<file path="src/hw/rtl/hij_pkg.sv">
// ----------------------------------------------------------------------------
// hij_pkg
// shared constants and types for the hash index join block
// ----------------------------------------------------------------------------
`timescale 1ns / 1ps
`default_nettype none

package hij_pkg;

    localparam int DEF_CAPACITY = 64;
    localparam int DEF_BUCKETS  = 16;

    localparam logic [1:0] OP_CLEAR  = 2'd0;
    localparam logic [1:0] OP_INSERT = 2'd1;
    localparam logic [1:0] OP_PROBE  = 2'd2;

    localparam int IN_W      = 64;   // key, payload
    localparam int IN_USER_W = 2;    // opcode
    localparam int OUT_W     = 96;   // row_key, outer_tag, inner_tag
    localparam int USER_W    = 2;    // matched, status

    typedef enum logic [2:0] {
        ST_IDLE,
        ST_INS_RD,
        ST_INS_WR,
        ST_PRB_RD,
        ST_PRB_WALK,
        ST_PRB_EMIT,
        ST_OUT
    } state_t;

endpackage

`default_nettype wire

</file>
<file path="src/hw/rtl/hash_index_join.sv">
// ----------------------------------------------------------------------------
// hash_index_join
// equality join engine over a bucketed, chained multimap held in memories
// ----------------------------------------------------------------------------
// usage
//   s_axis carries one word per command, the opcode in tuser: clear, insert
//   inner row, probe with an outer row. m_axis returns result words; tlast
//   marks the final result of a command, tuser carries matched and status.
//   the bucket is the low key bits, so the user must keep BUCKETS a power of two;
//   the block does not enforce it. clear and the spare opcode give no result;
//   the next word can be taken in the following cycle.
//   insert reads the bucket tail, then writes the entry and the link, then
//   hands the result to the output register; when the table is full the row
//   is dropped, the write is skipped and the status bit is set.
//   a probe reads the bucket head, then walks its chain through the entry
//   memories with a walk and an emit state per entry. a match is held back
//   until the next match or the end of the chain, so the final match can
//   carry tlast; an empty bucket goes straight to the unmatched word.
//   one command is handled at a time; the walk per entry is set by the
//   registered read of the entry memories.
//   reset empties all bucket heads (valid flops) and the entry count; the
//   other memories need no clearing as they are only read once written.
//   a stalled receiver holds the output register and pauses the walk at the
//   next match; the input is taken once the previous command has drained.
// ----------------------------------------------------------------------------
`timescale 1ns / 1ps
`default_nettype none

module hash_index_join
    import hij_pkg::*;
#(
    parameter int CAPACITY = DEF_CAPACITY,
    parameter int BUCKETS  = DEF_BUCKETS
)
(
    input  wire logic                 clk,
    input  wire logic                 rst_n,
    input  wire logic                 s_axis_tvalid,
    output logic                      s_axis_tready,
    input  wire logic [IN_W-1:0]      s_axis_tdata,   // key, payload
    input  wire logic [IN_USER_W-1:0] s_axis_tuser,   // opcode
    output logic                      m_axis_tvalid,
    input  wire logic                 m_axis_tready,
    output logic [OUT_W-1:0]          m_axis_tdata,   // row_key, outer_tag, inner_tag
    output logic [USER_W-1:0]         m_axis_tuser,   // matched, status
    output logic                      m_axis_tlast
);

    localparam int EW = (CAPACITY > 1) ? $clog2(CAPACITY) : 1;
    localparam int BW = (BUCKETS > 1) ? $clog2(BUCKETS) : 1;
    localparam int CW = $clog2(CAPACITY + 1);

    // memories
    logic [31:0]  ekey_mem [CAPACITY];
    logic [31:0]  etag_mem [CAPACITY];
    logic [EW:0]  enext_mem[CAPACITY];
    logic [EW-1:0] head_mem[BUCKETS];
    logic [EW-1:0] tail_mem[BUCKETS];
    logic [BUCKETS-1:0] hvalid_reg;

    state_t state_reg, state_next;
    logic [31:0] key_reg, tag_reg;
    logic [BW-1:0] bkt_reg;
    logic [CW-1:0] cnt_reg;
    logic [EW-1:0] tail_q, cur_reg;
    logic [31:0] rkey_q, rtag_q;
    logic [EW:0] rnext_q;
    logic found_reg;
    logic [31:0] pend_tag_reg;

    logic        ov_reg;
    logic [31:0] o_key_reg, o_otag_reg, o_itag_reg;
    logic        o_match_reg, o_stat_reg, o_last_reg;

    logic accept, out_free, full;
    logic [1:0]  in_op;
    logic [31:0] in_key, in_tag;
    logic [BW-1:0] in_bkt;
    logic [EW-1:0] new_idx;
    logic hit, more;
    logic step_ok, emit_match, out_load;

    assign in_op  = s_axis_tuser;
    assign in_key = s_axis_tdata[31:0];
    assign in_tag = s_axis_tdata[63:32];
    assign in_bkt = (BUCKETS > 1) ? in_key[BW-1:0] : '0;
    assign out_free = !ov_reg || m_axis_tready;
    assign accept = s_axis_tvalid && s_axis_tready;
    assign full = (cnt_reg >= CW'(CAPACITY));
    assign new_idx = cnt_reg[EW-1:0];
    assign hit = (rkey_q == key_reg);
    assign more = rnext_q[EW];

    // next state
    always_comb
    begin
        state_next = state_reg;
        unique case (state_reg)
            ST_IDLE:
                if (accept)
                begin
                    if (in_op == OP_INSERT)     state_next = ST_INS_RD;
                    else if (in_op == OP_PROBE) state_next = ST_PRB_RD;
                end
            ST_INS_RD:  state_next = full ? ST_OUT : ST_INS_WR;
            ST_INS_WR:  state_next = ST_OUT;
            ST_PRB_RD:  state_next = hvalid_reg[bkt_reg] ? ST_PRB_WALK : ST_OUT;
            ST_PRB_WALK: state_next = ST_PRB_EMIT;
            ST_PRB_EMIT:
                if (step_ok)
                    state_next = more ? ST_PRB_WALK : ST_OUT;
            ST_OUT:
                if (out_free) state_next = ST_IDLE;
            default: state_next = ST_IDLE;
        endcase
    end

    // controls: a held match goes out when the next one is found
    always_comb
    begin
        s_axis_tready = 1'b0;
        step_ok       = 1'b0;
        emit_match    = 1'b0;
        out_load      = 1'b0;
        unique case (state_reg)
            ST_IDLE:
                s_axis_tready = !ov_reg;
            ST_PRB_EMIT:
            begin
                step_ok    = !(hit && found_reg) || out_free;
                emit_match = hit && found_reg && out_free;
            end
            ST_OUT:
                out_load = out_free;
            default: ;
        endcase
    end

    always_ff @(posedge clk or negedge rst_n)
    begin
        if (!rst_n)
        begin
            state_reg  <= ST_IDLE;
            hvalid_reg <= '0;
            cnt_reg    <= '0;
            ov_reg     <= 1'b0;
            found_reg  <= 1'b0;
        end
        else
        begin
            state_reg <= state_next;
            ov_reg    <= (ov_reg && !m_axis_tready) || emit_match || out_load;
            if (accept && in_op == OP_CLEAR)
            begin
                hvalid_reg <= '0;
                cnt_reg    <= '0;
            end
            if (accept)
                found_reg <= 1'b0;
            else if (state_reg == ST_PRB_EMIT && hit && step_ok)
                found_reg <= 1'b1;
            if (state_reg == ST_INS_WR)
            begin
                hvalid_reg[bkt_reg] <= 1'b1;
                cnt_reg <= cnt_reg + CW'(1);
            end
        end
    end

    // memories, chain walk and the output register
    always_ff @(posedge clk)
    begin
        if (accept)
        begin
            key_reg <= in_key;
            tag_reg <= in_tag;
            bkt_reg <= in_bkt;
        end
        tail_q <= tail_mem[bkt_reg];
        if (state_reg == ST_INS_RD && !full)
            enext_mem[new_idx] <= '0;
        if (state_reg == ST_INS_WR)
        begin
            ekey_mem[new_idx]  <= key_reg;
            etag_mem[new_idx]  <= tag_reg;
            if (!hvalid_reg[bkt_reg]) head_mem[bkt_reg] <= new_idx;
            else enext_mem[tail_q] <= {1'b1, new_idx};
            tail_mem[bkt_reg] <= new_idx;
        end
        if (state_reg == ST_PRB_RD) cur_reg <= head_mem[bkt_reg];
        if (state_reg == ST_PRB_EMIT && more && step_ok)
            cur_reg <= rnext_q[EW-1:0];
        rkey_q  <= ekey_mem[cur_reg];
        rtag_q  <= etag_mem[cur_reg];
        rnext_q <= enext_mem[cur_reg];
        if (state_reg == ST_PRB_EMIT && hit && step_ok)
            pend_tag_reg <= rtag_q;
        // held match: mid-chain word, or the closing word at chain end
        if (emit_match || (out_load && found_reg))
        begin
            o_key_reg <= key_reg; o_otag_reg <= tag_reg; o_itag_reg <= pend_tag_reg;
            o_match_reg <= 1'b1; o_stat_reg <= 1'b0; o_last_reg <= out_load;
        end
        if (state_reg == ST_INS_RD)
        begin
            o_key_reg <= key_reg; o_otag_reg <= '0; o_itag_reg <= tag_reg;
            o_match_reg <= 1'b0; o_stat_reg <= full; o_last_reg <= 1'b1;
        end
        if (state_reg == ST_PRB_RD)
        begin
            o_key_reg <= key_reg; o_otag_reg <= tag_reg; o_itag_reg <= '0;
            o_match_reg <= 1'b0; o_stat_reg <= 1'b0; o_last_reg <= 1'b1;
        end
    end

    assign m_axis_tvalid = ov_reg;
    assign m_axis_tdata  = {o_itag_reg, o_otag_reg, o_key_reg};
    assign m_axis_tuser  = {o_stat_reg, o_match_reg};
    assign m_axis_tlast  = o_last_reg;

    a_ready_idle: assert property (@(posedge clk) disable iff (!rst_n)
        s_axis_tready |-> state_reg == ST_IDLE) else $error("ready outside idle");
    a_cnt_bound: assert property (@(posedge clk) disable iff (!rst_n)
        cnt_reg <= CW'(CAPACITY)) else $error("entry count overflow");
    a_hold: assert property (@(posedge clk) disable iff (!rst_n)
        ov_reg && !m_axis_tready |=> ov_reg && $stable(m_axis_tdata))
        else $error("output changed under stall");

endmodule

`default_nettype wire
</file>
<file path="config.mk">
export PLATFORM = sky130hd
export DESIGN_NAME = hash_index_join
export DESIGN_NICKNAME = d
export VERILOG_FILES = /design/src/hw/rtl/hij_pkg.sv /design/src/hw/rtl/hash_index_join.sv
export SDC_FILE = /design/constraint.sdc
export NUM_CORES = 2
export LEC_CHECK = 0
export BUFFER_PORTS_ARGS = -buffer_cell sky130_fd_sc_hd__buf_4
export CAP_MARGIN = 20
export CORE_ASPECT_RATIO = 0.8
export CORE_MARGIN = 10
export CORE_UTILIZATION = 30
export DETAILED_ROUTE_END_ITERATION = 7
export REMOVE_ABC_BUFFERS = 1
export SETUP_SLACK_MARGIN = 0.05
export SKIP_LAST_GASP = 1
export SLEW_MARGIN = 30
export SYNTH_ARGS = -nofsm -noshare
export SYNTH_HDL_FRONTEND = slang
export SYNTH_MEMORY_MAX_BITS = 65536
export SYNTH_SLANG_ARGS = --single-unit
</file>
<file path="constraint.sdc">
create_clock -name clk -period 15.85 [get_ports clk]
set_clock_uncertainty 0.15 [all_clocks]
set_input_delay 3.17 -clock clk [delete_from_list [all_inputs] [get_ports clk]]
set_output_delay 3.17 -clock clk [all_outputs]
set_load 0.005 [all_outputs]
</file>
# After elaboration in Yosys (flattened, before gate mapping)

Memories as Yosys holds them, arrays and structs flattened. A register that Yosys moved wholly into a read port is not among the register bits.
Cells that the tools add are included.

Add/subtract/negate cells: 1
$lt $le $gt $ge: 3
Equal/unequal tests: 13
Muxes and demuxes: 49
Bitwise gates (word level): 1
Reduce and logical (&&, ||, !) cells: 31

Operator list:

| operator                                                               | count |
|---|---|
| 32-bit two-way mux                                                     | 8 |
| 32-bit equality test                                                   | 1 |
| 16-bit two-way mux                                                     | 2 |
| 1-bit two-way mux                                                      | 21 |
| 7-bit two-way mux                                                      | 3 |
| 3-bit one-hot mux with 7 select lines                                  | 1 |
| 3-bit two-way mux                                                      | 6 |
| 6-bit two-way mux                                                      | 3 |
| 16-bit OR                                                              | 1 |
| 1-bit logical AND                                                      | 12 |
| 3-bit equality test (second input constant)                            | 3 |
| 2-bit nonzero test                                                     | 4 |
| 7-bit by 1-bit adder with 7-bit output (second input constant)         | 1 |
| 7-bit >= comparator (second input constant)                            | 1 |
| 7-bit OR reduction                                                     | 1 |
| 3-bit by 2-bit equality test with 1-bit output (second input constant) | 2 |
| 2-bit inequality test (second input constant)                          | 3 |
| 1-bit logical OR                                                       | 5 |
| 4-bit by 5-bit < comparator with 1-bit output (second input constant)  | 1 |
| 1-bit binary-select mux with 4-bit select                              | 1 |
| 1-bit demux with 4-bit select                                          | 1 |
| 4-bit by 1-bit >= comparator with 1-bit output (second input constant) | 1 |
| 1-bit zero test                                                        | 4 |
| 2-bit two-way mux                                                      | 2 |
| other kinds (10)                                                       | 10 |

Flip-flop bits (word level): 233
RAM bits: 4736
Bits of input ports: 70
Output and inout port bits: 101
Word-level logic and storage cells: 119
Memories: 5

Memories:

| memory    | words | bits a word | rd ports | clocked after Yosys merged registers in | write ports | RTL line              | text |
|---|---|---|---|---|---|---|---|
| ekey_mem  | 64    | 32          | 1        | 1                                       | 1           | hash_index_join.sv:54 | `logic [31:0] ekey_mem [CAPACITY];` |
| etag_mem  | 64    | 32          | 1        | 1                                       | 1           | hash_index_join.sv:55 | `logic [31:0] etag_mem [CAPACITY];` |
| enext_mem | 64    | 7           | 1        | 1                                       | 1           | hash_index_join.sv:56 | `logic [EW:0] enext_mem[CAPACITY];` |
| head_mem  | 16    | 6           | 1        | 1                                       | 1           | hash_index_join.sv:57 | `logic [EW-1:0] head_mem[BUCKETS];` |
| tail_mem  | 16    | 6           | 1        | 1                                       | 1           | hash_index_join.sv:58 | `logic [EW-1:0] tail_mem[BUCKETS];` |

# Depth between registers and ports, before layout

Depth in word-level cells: 8
Mapped depth: 8
Gate-level depth less buffers: 6

# Least setup slack after synthesis

No wires, ideal clock.

Path type: reg-to-reg
From: reg cnt_reg[3]
To: mem ekey_mem[24][0], enable pin
Setup time: 0.644 ns
Arrival time: 7.644 ns
Required time: 15.056 ns
Setup slack: 7.412 ns
Stages on the path, launching flop included: 6
Buffers on the path: 2
Clock period less this slack: 8.438 ns
Cells stage by stage: dfrtp_1 clkbuf_1 nand2_1 or3_1 clkbuf_1 nor4_1

RTL lines:

| element                  | RTL line               | text |
|---|---|---|
| start: declaration       | hash_index_join.sv:64  | `logic [CW-1:0] cnt_reg;` |
| start signal: assignment | hash_index_join.sv:165 | `cnt_reg <= cnt_reg + CW'(1);` |
| end: declaration         | hash_index_join.sv:54  |  |

No word-level cell before the write port.

# Worst setup path after layout

From: reg state_reg[2]
To: out s_axis_tready

Longest elaborated chain between the ends: 2

Ends and longest elaborated chain:

| element                  | RTL line               | text |
|---|---|---|
| start: declaration       | hash_index_join.sv:61  | `state_t state_reg, state_next;` |
| start signal: assignment | hash_index_join.sv:151 | `state_reg <= state_next;` |
| 3-bit zero test          | hash_index_join.sv:125 | `unique case (state_reg)` |
| 1-bit two-way mux        | hash_index_join.sv:125 |  |
| end: declaration         | hash_index_join.sv:39  | `output logic s_axis_tready,` |

Every way passes these cells.

==> metrics.cfg <==
[place]
placed_cells_incl_taps = 16100
detailed_place.area_sq_mm = 0.203
hpwl_um = 268000
port_buffers = 170
place_worst_setup_slack_ps = 9730
gp_congestion = 0.747

[sta]
max_clock_freq_mhz = 172
final_min_period_over_clock_period_pct = 36.7
final_count_of_hold_timing_violations = 0
fin_crit_ps = 5820
report.final.slew_viol_count = 0
whs_ps = 254
rsz0062_at_grt = false
slew_headroom_pct = 24.8
setup_viol = 0
worst_pin_slew_ps = 1130
final_critical_path_setup_slack_ps = 10030

[logic_synthesis]
synth_sequential_area_ratio_pct = 79.1
yosys_warnings = 0
ys.flop_type = sky130_fd_sc_hd__edfxtp_1
ys_ff_latch = 5046
edff_count_synth = 4902
syn_area_sq_mm = 0.190
synthDominantCellAreaShare_pct = 77.5
synthesis.area_per_instance_sq_um = 24.7
netlist.top_cell.by_area = sky130_fd_sc_hd__edfxtp_1
yosysUniqueCellTypes = 52
netlist_instances = 7672
ys_async_sr_fraction_pct = 0.555
synth_area_leaders = sky130_fd_sc_hd__edfxtp_1, sky130_fd_sc_hd__mux4_2, sky130_fd_sc_hd__dfxtp_1, sky130_fd_sc_hd__a22oi_1, sky130_fd_sc_hd__clkbuf_1

[worst_setup_path]
timing_worst_setup_path_type = reg -> out
worst_path_largest_cell_delay_ps = 670
crit_path_max_fanout = 13
endpoint_kind = output port
worstRegToRegCells = 9
cp_num_cells = 2
cp_max_delay_cell = sky130_fd_sc_hd__nor4_4
critical_path_s_top_delay_family = simple AND/OR/NAND/NOR gates
setup.worst_path.start_class = flop
worst-endpoint-arrival_ps = 2500
worstPathRequired_ps = 12530
timing.critical_path.cells = nor4_4, buf_4
worstPathBufferInverterCount = 1

[drt]
wire_per_inst_um = 30.5
drtAntennaViolNets = 0
postRouteWirelength_um = 522000
wl_met2_um = 250000
routedLengthMet1_um = 205000
drt_iter0_markers = 13300
detailroute.wirelength.met3_um = 50500
highest-signal-layer = met5
route.detailed.drc = 0
drt-pass1-iter-count = 6
vias_per_cell = 5.17
dr_total_vias = 88400

[run_status]
status = finished clean

[cells_and_area]
design.final.nets = 8331
flow.area_growth_from_synthesis_pct = 15.9
largestRegisters = ekey_mem: 2048 flops, etag_mem: 2048 flops, enext_mem: 448 flops
share_of_the_core_filled_with_cells_pct = 34.9
drive_above_1_share_pct = 32.2
final_design_area_no_fill_sq_mm = 0.220
layout.cells.most_common_list = sky130_fd_sc_hd__edfxtp_1, sky130_fd_sc_hd__mux4_2, sky130_fd_sc_hd__clkbuf_16, sky130_fd_sc_hd__buf_4, sky130_fd_sc_hd__a22oi_1
final_cells = 17100
layout.cells.most_common = sky130_fd_sc_hd__edfxtp_1

[power]
leakage_nw = 67.3
power_switching_share_pct = 25.8
share_comb_of_total_power_pct = 15.9
peakVddDrop_uv = 111
power_density_mw_per_mm2 = 148
pwr-share-clk_pct = 36.8
p_int_mw = 24.2
seq_power_share_pct = 47.4
power.switching_mw = 8.41

[die]
dieWidth_um = 909
core-area_sq_mm = 0.631
die_h_um = 731
io_pins = 171
initial_core_util_pct = 30.1
die_outline_area_sq_mm = 0.665
num_rows = 261

[clock_tree]
number_of_sinks_handled_by_clock_tree_synthesis = 5046
ctsLongestPathBuffers = 4
tritoncts = built
worst_setup_hold_path_clk_slew_ps = 60
cts-root-buf = sky130_fd_sc_hd__clkbuf_16
post_cts.resized_instances = 0
cts.repair_timing.setup_buffer_count = 0
cts_htree_levels = 6
worstSkewPairLatency_ps = 1080
cts_hold_buf = 0
cts_buffer_count = 518

[global_routing]
grt_overflow_total = 0
grt_first_pass_wirelength_um = 725000
maximum_number_of_pins_on_one_net_before_global_route_repair = 133
via_count_of_the_first_global_routing_pass = 89900
number_of_antenna_violations_at_the_first_check_in_global_routing = 32
track_usage_pct = 15.2

[min_path]
worst_hold_path.num_cells = 0
worstHoldPathType = reg -> reg

[run]
max-cap-violations = 0

through the flow:
step                power (mW)  TNS (ps)
CTS                       32.9         0
floorplan                 23.8  -2134320
finish                    32.6         0
global route              33.7         0
global placement          20.9         0
detailed placement        21.0         0
routing by layer:
metal  up-vias  global-route usage, %
li1      34400                      -
met3       805                   3.19
met5         -                      0
met4         6                   4.57
met2      4750                   24.3
met1     48400                   20.8
cell type report:
| class | count | area, sq um |
|---|---|---|
| clock buffers | 650 | 13700 |
| repair buffers | 473 | 4060 |
| diodes | 8 | 20.0 |
| clock inverters | 292 | 3060 |
| flip-flops and latches | 5046 | 150000 |
| well taps | 8416 | 10500 |
| inverters | 6 | 27.5 |
| fillers | 57100 | 411000 |
| multi-input cells | 2214 | 38400 |
logic make-up after synthesis:
family | after synthesis | synth area share (%)
DFF | 5046 | 79.1
muxes | 1528 | 17.8
and+or+nand+nor | 420 | 1.01
buffers and inverters | 412 | 0.923
AOI/OAI and AO/OA | 230 | 0.910
xor gates and xnor gates | 34 | 0.157
adders and majority gates | 2 | 0.0132
path summary, 6_finish.rpt:
| path | startpoint | endpoint | slack (ps) |
|---|---|---|---|
| setup / recovery | state_reg[2] | s_axis_tready | 10030 |
| hold / removal | rtag_q[30] | pend_tag_reg[30] | 250 |
| setup reg to reg | cur_reg[0] | rtag_q[17] | 10070 |
| hold reg to reg | rtag_q[30] | pend_tag_reg[30] | 250 |
| max in group asynchronous | rst_n | state_reg[0] | 13340 |
| min in group asynchronous | rst_n | hvalid_reg[7] | 1890 |
Yosys cell counts (all sizes together) (3+ instances only):
cell / instances
edfxtp: 4902
mux4: 1484
clkbuf: 225
buf: 181
nor2: 160
a22oi: 145
nand2: 125
dfxtp: 116
and2: 56
o21ai: 40
xor2: 34
mux2i: 33
dfrtp: 28
a21o: 18
nor3: 15
nand3: 12
nor4: 12
mux2: 11
nor2b: 9
a31oi: 8
inv: 6
nand2b: 5
nand4: 5
or3: 5
nor3b: 4
or2: 4
or3b: 4
a21oi: 3
a32oi: 3
o31ai: 3
power by group through the flow:
stage / sequential [mW] / clock, mW / combinational (mW)
after floorplan: 16.4 / 0 / 7.34
after global placement: 15.7 / 0 / 5.13
after detailed placement: 15.8 / 0 / 5.23
after CTS: 15.5 / 12.2 / 5.24
after global routing: 15.5 / 12.7 / 5.50
final: 15.5 / 12.0 / 5.18
Power figures use the tool's default switching activity.
